<file path="src/rtl/core/traffic_phase_selector_assert.svh">
// assertion macros for the traffic phase selector
// used by the top level only, no other dependencies
`ifndef TRAFFIC_PHASE_SELECTOR_ASSERT_SVH
`define TRAFFIC_PHASE_SELECTOR_ASSERT_SVH

// same-cycle implication, disabled during reset
`define TPS_ASSERT_IMP(label, clk, rst, cond, prop, msg) \
   label: assert property (@(posedge clk) disable iff (rst) (cond) |-> (prop)) \
      else $error(msg);

// next-cycle implication, disabled during reset
`define TPS_ASSERT_NEXT(label, clk, rst, cond, prop, msg) \
   label: assert property (@(posedge clk) disable iff (rst) (cond) |=> (prop)) \
      else $error(msg);

`endif

</file>
<file path="src/rtl/core/tps_pkg.sv">
// shared types and constants for the traffic phase selector
// no dependencies
`default_nettype none

package tps_pkg;

   localparam int NUM_CARS   = 4;
   localparam int NUM_PEDS   = 8;
   localparam int QUEUE_W    = 8;
   localparam int CAR_IDX_W  = 2;
   localparam int PED_IDX_W  = 3;
   localparam int PHASE_W    = 3;
   localparam int COUNT_W    = 4;
   localparam int LIMIT_W    = 8;
   localparam int ADDR_W     = 4;
   localparam int DATA_W     = 32;

   localparam logic [LIMIT_W-1:0] CAR_IDLE_RESET = 8'd3;
   localparam logic [LIMIT_W-1:0] PED_LOW_RESET  = 8'd4;
   localparam logic [COUNT_W-1:0] PERIOD_RESET   = 4'd2;

   typedef logic [QUEUE_W-1:0] queue_type;

   typedef enum logic [PHASE_W-1:0] {
      PHASE_AXIS_EVEN = 3'd0,
      PHASE_AXIS_ODD  = 3'd1,
      PHASE_CAR0_PED  = 3'd2,
      PHASE_CAR1_PED  = 3'd3,
      PHASE_CAR2_PED  = 3'd4,
      PHASE_CAR3_PED  = 3'd5,
      PHASE_ALL_PED   = 3'd6
   } phase_type;

   typedef enum logic [1:0] {
      REG_CAR_IDLE = 2'd0,
      REG_PED_LOW  = 2'd1,
      REG_PERIOD   = 2'd2
   } reg_index_type;

   typedef struct packed {
      logic [LIMIT_W-1:0] car_idle_limit;
      logic [LIMIT_W-1:0] ped_low_limit;
      logic [COUNT_W-1:0] override_period;
   } cfg_type;

   typedef struct packed {
      phase_type phase;
      logic      forced;
   } decision_type;

endpackage

`default_nettype wire

</file>
<file path="src/rtl/core/tps_decide.sv">
// phase decision logic: longest queues, threshold rules, override
// depends on tps_pkg
`default_nettype none

module tps_decide (
   input  tps_pkg::queue_type                       car_queue [tps_pkg::NUM_CARS],
   input  tps_pkg::queue_type                       ped_queue [tps_pkg::NUM_PEDS],
   input  tps_pkg::cfg_type                         cfg,
   input  logic [tps_pkg::COUNT_W-1:0]              decision_count,
   output tps_pkg::decision_type                    decision
);
   import tps_pkg::*;

   queue_type            car_max;
   logic [CAR_IDX_W-1:0] car_idx;
   queue_type            ped_max;
   logic [PED_IDX_W-1:0] ped_idx;
   phase_type            rule_phase;
   phase_type            axis_phase;
   logic                 force_axis;

   // strict compare keeps the lowest index on a tie
   always_comb begin
      car_max = '0;
      car_idx = '0;
      for (int i = 0; i < NUM_CARS; i++) begin
         if (car_queue[i] > car_max) begin
            car_max = car_queue[i];
            car_idx = CAR_IDX_W'(i);
         end
      end
   end

   always_comb begin
      ped_max = '0;
      ped_idx = '0;
      for (int i = 0; i < NUM_PEDS; i++) begin
         if (ped_queue[i] > ped_max) begin
            ped_max = ped_queue[i];
            ped_idx = PED_IDX_W'(i);
         end
      end
   end

   assign axis_phase = car_idx[0] ? PHASE_AXIS_ODD : PHASE_AXIS_EVEN;

   always_comb begin
      rule_phase = PHASE_ALL_PED;
      if (car_max <= cfg.car_idle_limit) begin
         rule_phase = PHASE_ALL_PED;
      end else if (ped_max <= cfg.ped_low_limit) begin
         rule_phase = axis_phase;
      end else begin
         // each approach pairs with two crossings
         case (car_idx)
            2'd0: begin
               if (ped_idx == 3'd1 || ped_idx == 3'd4) rule_phase = PHASE_CAR0_PED;
            end
            2'd1: begin
               if (ped_idx == 3'd3 || ped_idx == 3'd6) rule_phase = PHASE_CAR1_PED;
            end
            2'd2: begin
               if (ped_idx == 3'd5 || ped_idx == 3'd0) rule_phase = PHASE_CAR2_PED;
            end
            2'd3: begin
               if (ped_idx == 3'd7 || ped_idx == 3'd2) rule_phase = PHASE_CAR3_PED;
            end
            default: rule_phase = PHASE_ALL_PED;
         endcase
      end
   end

   assign force_axis      = (decision_count >= cfg.override_period);
   assign decision.phase  = force_axis ? axis_phase : rule_phase;
   assign decision.forced = force_axis;

endmodule

`default_nettype wire

</file>
<file path="src/rtl/core/traffic_phase_selector.sv">
// top level of the traffic phase selector: input register, decision, result register,
// configuration registers; depends on tps_pkg, tps_decide and the assertion header
`default_nettype none

// Takes one decision request per cycle while req_stall is low and returns one phase word
// per request, offered on the result port: the queues are captured in an input
// register, decided in a single pass through the compare logic, and held in a result
// register. A full throughput of one word per cycle holds while rsp_stall is low; under
// stall the input register keeps accepting until both stages are full. The override
// counter advances once per word as it enters the result register. Registers:
// car_idle_limit at 0x0, ped_low_limit at 0x4, override_period at 0x8; write them only
// while no word is in flight.
module traffic_phase_selector (
   input  logic                          clock,
   input  logic                          reset,
   input  logic                          req_valid,
   output logic                          req_stall,
   input  logic [tps_pkg::QUEUE_W-1:0]   req_car_queue_0,
   input  logic [tps_pkg::QUEUE_W-1:0]   req_car_queue_1,
   input  logic [tps_pkg::QUEUE_W-1:0]   req_car_queue_2,
   input  logic [tps_pkg::QUEUE_W-1:0]   req_car_queue_3,
   input  logic [tps_pkg::QUEUE_W-1:0]   req_ped_queue_0,
   input  logic [tps_pkg::QUEUE_W-1:0]   req_ped_queue_1,
   input  logic [tps_pkg::QUEUE_W-1:0]   req_ped_queue_2,
   input  logic [tps_pkg::QUEUE_W-1:0]   req_ped_queue_3,
   input  logic [tps_pkg::QUEUE_W-1:0]   req_ped_queue_4,
   input  logic [tps_pkg::QUEUE_W-1:0]   req_ped_queue_5,
   input  logic [tps_pkg::QUEUE_W-1:0]   req_ped_queue_6,
   input  logic [tps_pkg::QUEUE_W-1:0]   req_ped_queue_7,
   output logic                          rsp_valid,
   input  logic                          rsp_stall,
   output logic [tps_pkg::PHASE_W-1:0]   rsp_phase,
   output logic                          rsp_forced,
   input  logic                          psel,
   input  logic                          penable,
   input  logic                          pwrite,
   input  logic [tps_pkg::ADDR_W-1:0]    paddr,
   input  logic [tps_pkg::DATA_W-1:0]    pwdata,
   output logic [tps_pkg::DATA_W-1:0]    prdata,
   output logic                          pready
);
   import tps_pkg::*;

   `include "traffic_phase_selector_assert.svh"

   logic                 in_valid_ff,  in_valid_in;
   queue_type            car_ff [NUM_CARS];
   queue_type            ped_ff [NUM_PEDS];
   logic                 out_valid_ff, out_valid_in;
   decision_type         out_ff;
   logic [COUNT_W-1:0]   count_ff,     count_in;
   cfg_type              cfg_ff,       cfg_in;

   decision_type         decision;
   logic                 out_advance;
   logic                 in_advance;
   logic                 req_take;
   logic                 cfg_write;
   reg_index_type        reg_index;

   assign out_advance = !out_valid_ff || !rsp_stall;
   assign in_advance  = in_valid_ff && out_advance;
   assign req_stall   = in_valid_ff && !out_advance;
   assign req_take    = req_valid && !req_stall;

   assign in_valid_in  = req_take || (in_valid_ff && !out_advance);
   assign out_valid_in = in_advance || (out_valid_ff && rsp_stall);

   tps_decide u_decide (
      .car_queue      (car_ff),
      .ped_queue      (ped_ff),
      .cfg            (cfg_ff),
      .decision_count (count_ff),
      .decision       (decision)
   );

   // override restarts the count, then every word bumps it
   always_comb begin
      count_in = count_ff;
      if (in_advance) begin
         count_in = (decision.forced ? '0 : count_ff) + COUNT_W'(1);
      end
   end

   assign pready    = 1'b1;
   assign cfg_write = psel && penable && pwrite;
   assign reg_index = reg_index_type'(paddr[ADDR_W-1:2]);

   always_comb begin
      cfg_in = cfg_ff;
      if (cfg_write) begin
         case (reg_index)
            REG_CAR_IDLE: cfg_in.car_idle_limit  = pwdata[LIMIT_W-1:0];
            REG_PED_LOW:  cfg_in.ped_low_limit   = pwdata[LIMIT_W-1:0];
            REG_PERIOD:   cfg_in.override_period = pwdata[COUNT_W-1:0];
            default:      cfg_in = cfg_ff;
         endcase
      end
   end

   always_comb begin
      case (reg_index)
         REG_CAR_IDLE: prdata = DATA_W'(cfg_ff.car_idle_limit);
         REG_PED_LOW:  prdata = DATA_W'(cfg_ff.ped_low_limit);
         REG_PERIOD:   prdata = DATA_W'(cfg_ff.override_period);
         default:      prdata = '0;
      endcase
   end

   always_ff @(posedge clock) begin
      if (reset) begin
         in_valid_ff  <= 1'b0;
         out_valid_ff <= 1'b0;
         count_ff     <= '0;
         cfg_ff       <= '{car_idle_limit:  CAR_IDLE_RESET,
                           ped_low_limit:   PED_LOW_RESET,
                           override_period: PERIOD_RESET};
      end else begin
         in_valid_ff  <= in_valid_in;
         out_valid_ff <= out_valid_in;
         count_ff     <= count_in;
         cfg_ff       <= cfg_in;
      end
   end

   always_ff @(posedge clock) begin
      if (req_take) begin
         car_ff[0] <= req_car_queue_0;
         car_ff[1] <= req_car_queue_1;
         car_ff[2] <= req_car_queue_2;
         car_ff[3] <= req_car_queue_3;
         ped_ff[0] <= req_ped_queue_0;
         ped_ff[1] <= req_ped_queue_1;
         ped_ff[2] <= req_ped_queue_2;
         ped_ff[3] <= req_ped_queue_3;
         ped_ff[4] <= req_ped_queue_4;
         ped_ff[5] <= req_ped_queue_5;
         ped_ff[6] <= req_ped_queue_6;
         ped_ff[7] <= req_ped_queue_7;
      end
      if (in_advance) begin
         out_ff <= decision;
      end
   end

   assign rsp_valid  = out_valid_ff;
   assign rsp_phase  = out_ff.phase;
   assign rsp_forced = out_ff.forced;

   `TPS_ASSERT_IMP(a_forced_axis, clock, reset, rsp_valid && rsp_forced,
      rsp_phase == PHASE_AXIS_EVEN || rsp_phase == PHASE_AXIS_ODD,
      "forced word carries a non-axis phase")
   `TPS_ASSERT_NEXT(a_override_taken, clock, reset,
      in_advance && count_ff >= cfg_ff.override_period,
      rsp_valid && rsp_forced, "override due but word not forced")
   `TPS_ASSERT_NEXT(a_count_restart, clock, reset, in_advance && decision.forced,
      count_ff == COUNT_W'(1), "count not restarted after override")

endmodule

`default_nettype wire

</file>
<file path="config.mk">
export PLATFORM = sky130hd
export DESIGN_NAME = traffic_phase_selector
export DESIGN_NICKNAME = d
export VERILOG_FILES = /design/src/rtl/core/tps_pkg.sv /design/src/rtl/core/tps_decide.sv /design/src/rtl/core/traffic_phase_selector.sv
export VERILOG_INCLUDE_DIRS = /design/src /design/src/rtl/core
export SDC_FILE = /design/constraint.sdc
export NUM_CORES = 1
export LEC_CHECK = 0
export BUFFER_PORTS_ARGS = -buffer_cell sky130_fd_sc_hd__buf_4
export CAP_MARGIN = 10
export CORE_ASPECT_RATIO = 1.1
export CORE_MARGIN = 10
export CORE_UTILIZATION = 56
export CTS_BUF_LIST = sky130_fd_sc_hd__clkbuf_4 sky130_fd_sc_hd__clkbuf_8 sky130_fd_sc_hd__clkbuf_16
export DETAILED_ROUTE_END_ITERATION = 16
export HOLD_SLACK_MARGIN = 0.12
export PLACE_DENSITY = 0.82
export SYNTH_ARGS = -nofsm -noshare
export SYNTH_HDL_FRONTEND = slang
export SYNTH_SLANG_ARGS = --single-unit
</file>
<file path="constraint.sdc">
create_clock -name clock -period 17.9 [get_ports clock]
set_input_delay 1.79 -clock clock [delete_from_list [all_inputs] [get_ports clock]]
set_output_delay 1.79 -clock clock [all_outputs]
set_load 0.02 [all_outputs]
</file>
==> summary.md <==
| Metric | Value |
|---|---|
| Hold WC Path Type | reg2reg |
| Max FO, Critical Path | 36 |
| CTS tree | done |
| Critical path startpoint category | flip-flop |
| Clock skew | 0.00684 ns |
| Routed via count | 6153 |
| Die area | 19700 um2 |
| Layout cells sized above 1 | 0.207 |
| Hold Path Depth | 2 |
| GRT Overall Usage | 0.191 |
| Unique masters post-synth | 62 |
| Status | completed |
| Post-synth EDFFs | 100 |
| DRT Pass-1 Iters | 5 |
| Min-delay src | in_valid_ff$_SDFF_PP0_ |
| CTS Buf Count | 17 |
| Root Buffer | clkbuf_16 |
| Area Growth Syn to Fin | 19.7% |
| GR Overflow Total | 0 |
| Final Slew Violations | 0 |
| Reg-to-reg slack, setup | 2.45 ns |
| P_leak | 4.45 nW |
| Post-CTS setup buffer count | 0 |
| DRT iter0 DRCs | 312 |
| CTS Hold Bufs | 0 |
| Synth area leader | edfxtp_1 |
| NumNets Final | 1160 |
| Post-Syn Area | 8120 um2 |
| # IOs | 178 |
| RSZ-0062 raised after global routing | false |
| Vias in the first global route | 6351 |
| Ranking of synthesized cells by area | edfxtp_1 37%, ha_1 15%, dfxtp_1 6.4%, mux2i_1 5.2%, nor2_1 3.4% |
| GP Congestion | 0.890 |
| Max H-tree Level | 4 |
| Die height | 146 um |
| Most common library cells after synthesis | 100 x edfxtp_1, 99 x ha_1, 73 x nor2_1 |
| Post-Syn Area per Cell | 10.2 um2 |
| Maxcap violations | 0 |
| Setup ws final | 2.45 ns |
| RR Startpoint | ped_ff[49]$_DFFE_PP_ |
| Initial core utilization | 0.566 |
| Endpoint, Worst Hold | rsp_valid$_SDFF_PP0_ |
| Die width | 135 um |
| Post-route minimum period | 15.45 ns |
| Residual DRC | 0 |
| Initial antenna violation count | 0 |
| FMAX | 64.7 MHz |
| Post-DP HPWL | 14.1 mm |
| DR vias/cell | 5.46 |
| First-pass GRT wire length | 30.4 mm |
| Slew margin rel. | 0.376 |
| Clk slew on worst S/H paths | 0.06 ns |
| Setup TNS | 0 ns |
| Worst path slowest cell | a221oi_2 |
| Antenna fix cells | 0 |
| R2R cell count | 66 |
| Antenna-violating nets left | 0 |
| CP Data Arrival Time | 15.65 ns |
| FFs w/ async S/R, synth | 0 |
| Final period utilization | 0.863 |
| Yosys reg bits | 126 |
| Post-synthesis cell count | 795 |
| Kind of critical path | reg2reg |
| Pwr/cell area | 150 nW/um2 |
| Final hold violations | 0 |
| Count of final setup violators | 0 |
| Ys Warns | 0 |
| Top_reg_cell synth | edfxtp_1 |
| Worst Tran Pin Value | 0.934 ns |
| Avg WL per Cell | 16.4 um |
| Port Buf Inserts | 126 |
| CP endpoint kind | flip-flop |
| Core box area | 14300 um2 |
| R2r endpoint | rsp_phase[0]$_DFFE_PP_ |
| Worst endpoint required time | 18.09 ns |
| Most common cell in the synthesized netlist | edfxtp_1 |
| CP most frequent cell | ha_1 |
| # rows | 46 |
| Share of the synthesized area in the top cell type | 0.370 |
| Clk_lat worst skew | 0.42 ns |
| Post-synthesis sequential area ratio | 0.434 |
| Worst-case clock buffer depth | 2 |
| Post-Route WL | 18.5 mm |
| Pre-CTS WS | 2.57 ns |
| VDD IR max | 74.8 uV |
| Largest net degree at the start of global routing | 66 |
| PostCTS Resize Cnt | 0 |
| CTS Sinks | 126 |
| Worst path max stage delay | 0.62 ns |
kinds of logic (layout without fill, tap and decap cells):
kind of cell	count (synthesis)	after routing	synth area share
AO/OA/AOI/OAI	181	181	0.150
adder cells (fa/ha/maj)	99	99	0.153
buffers and inverters	113	230	0.0655
flip-flops	126	126	0.434
multiplexers	54	54	0.0689
other	2	25	0.000925
AND/OR/NAND/NOR	220	220	0.128
placed cells by master, fill, tap and decap left out, types with 5 or more instances in the layout:
| cell | Yosys | final |
|---|---|---|
| buf_4 | 26 | 131 |
| edfxtp_1 | 100 | 100 |
| ha_1 | 99 | 99 |
| nor2_1 | 73 | 73 |
| inv_1 | 66 | 66 |
| nand2_1 | 61 | 61 |
| a21oi_1 | 45 | 45 |
| mux2i_1 | 42 | 42 |
| o21ai_0 | 27 | 27 |
| dfxtp_1 | 26 | 26 |
| conb_1 | 2 | 25 |
| a21o_1 | 23 | 23 |
| clkbuf_16 | 0 | 17 |
| nand2b_1 | 14 | 14 |
| o22ai_1 | 14 | 14 |
| nor2b_1 | 14 | 13 |
| nand3_1 | 13 | 13 |
| nand4_1 | 11 | 11 |
| o21a_1 | 11 | 11 |
| mux2_2 | 10 | 10 |
| a22oi_1 | 8 | 8 |
| a31oi_1 | 8 | 8 |
| a31o_2 | 7 | 7 |
| o211ai_1 | 6 | 6 |
| nor3_1 | 5 | 5 |
| and3_1 | 5 | 5 |
| clkinv_2 | 0 | 5 |
metal layers:
layer,up-vias,global-route usage,part of all wire
li1,3114,-,-
met1,2847,0.224,0.42
met4,0,0.0757,0.022
met5,-,0,0
met2,162,0.329,0.51
met3,30,0.0432,0.051
state kept, by name, summed over array words and instances (netlist names):
signal / cells
count_ff: 4
car_ff: 32
ped_ff: 64
cfg_ff: 20
rsp_phase: 3
rsp_valid: 1
in_valid_ff: 1
rsp_forced: 1
layout make-up:
type | instances | area (um2)
Multi-Input combinational cell | 579 | 4160
Timing Repair Buffer | 131 | 983
Inverter | 67 | 251
Fill cell | 1103 | 4620
Clock inverter | 11 | 95.1
Clock buffer | 21 | 462
Sequential cell | 126 | 3520
Tap cell | 192 | 240
critical path, delay by kind of cell, from the launching register on:
kind	cells	cell delay, ns
adders and majority gates	8	2.42
muxes	2	0.72
DFF	1	0.38
and+or+nand+nor	18	3.04
AOI/OAI and AO/OA	35	7.80
buffers and inverters	3	0.77
stage by stage:
stage          cell area (um2)  utilization  hold WS [ns]  power, mW  instances
2_1_floorplan             8200            -         0.445      0.946        818
3_3_place_gp              9160        0.639         0.459       1.10       1095
3_5_place_dp              9160        0.639         0.472       1.13       1095
4_1_cts                   9710        0.678         0.484       1.46       1127
5_1_grt                   9710        0.678         0.557       1.58       1127
6_report                  9710        0.678         0.480       1.46       1127
worst max path at each step:
| stage | startpoint | end | cells past startpoint |
|---|---|---|---|
| floorplan | ped_ff[49]$_DFFE_PP_ | rsp_phase[1]$_SDFFCE_PP0P_ | 69 |
| global placement | ped_ff[49]$_DFFE_PP_ | rsp_phase[0]$_DFFE_PP_ | 64 |
| detailed placement | ped_ff[49]$_DFFE_PP_ | rsp_phase[0]$_DFFE_PP_ | 66 |
| CTS | ped_ff[49]$_DFFE_PP_ | rsp_phase[0]$_DFFE_PP_ | 66 |
| global route | ped_ff[49]$_DFFE_PP_ | rsp_phase[0]$_DFFE_PP_ | 67 |
| finish | ped_ff[49]$_DFFE_PP_ | rsp_phase[0]$_DFFE_PP_ | 66 |
report_power, final:
part / switching (mW) / total [mW] / leakage (nW) / internal [mW]
Sequential: 0.0107 / 0.353 / 1.19 / 0.342
Combinational: 0.449 / 0.783 / 2.99 / 0.335
Clock: 0.126 / 0.324 / 0.273 / 0.198
Note: power is estimated with default switching activity, not from simulation.
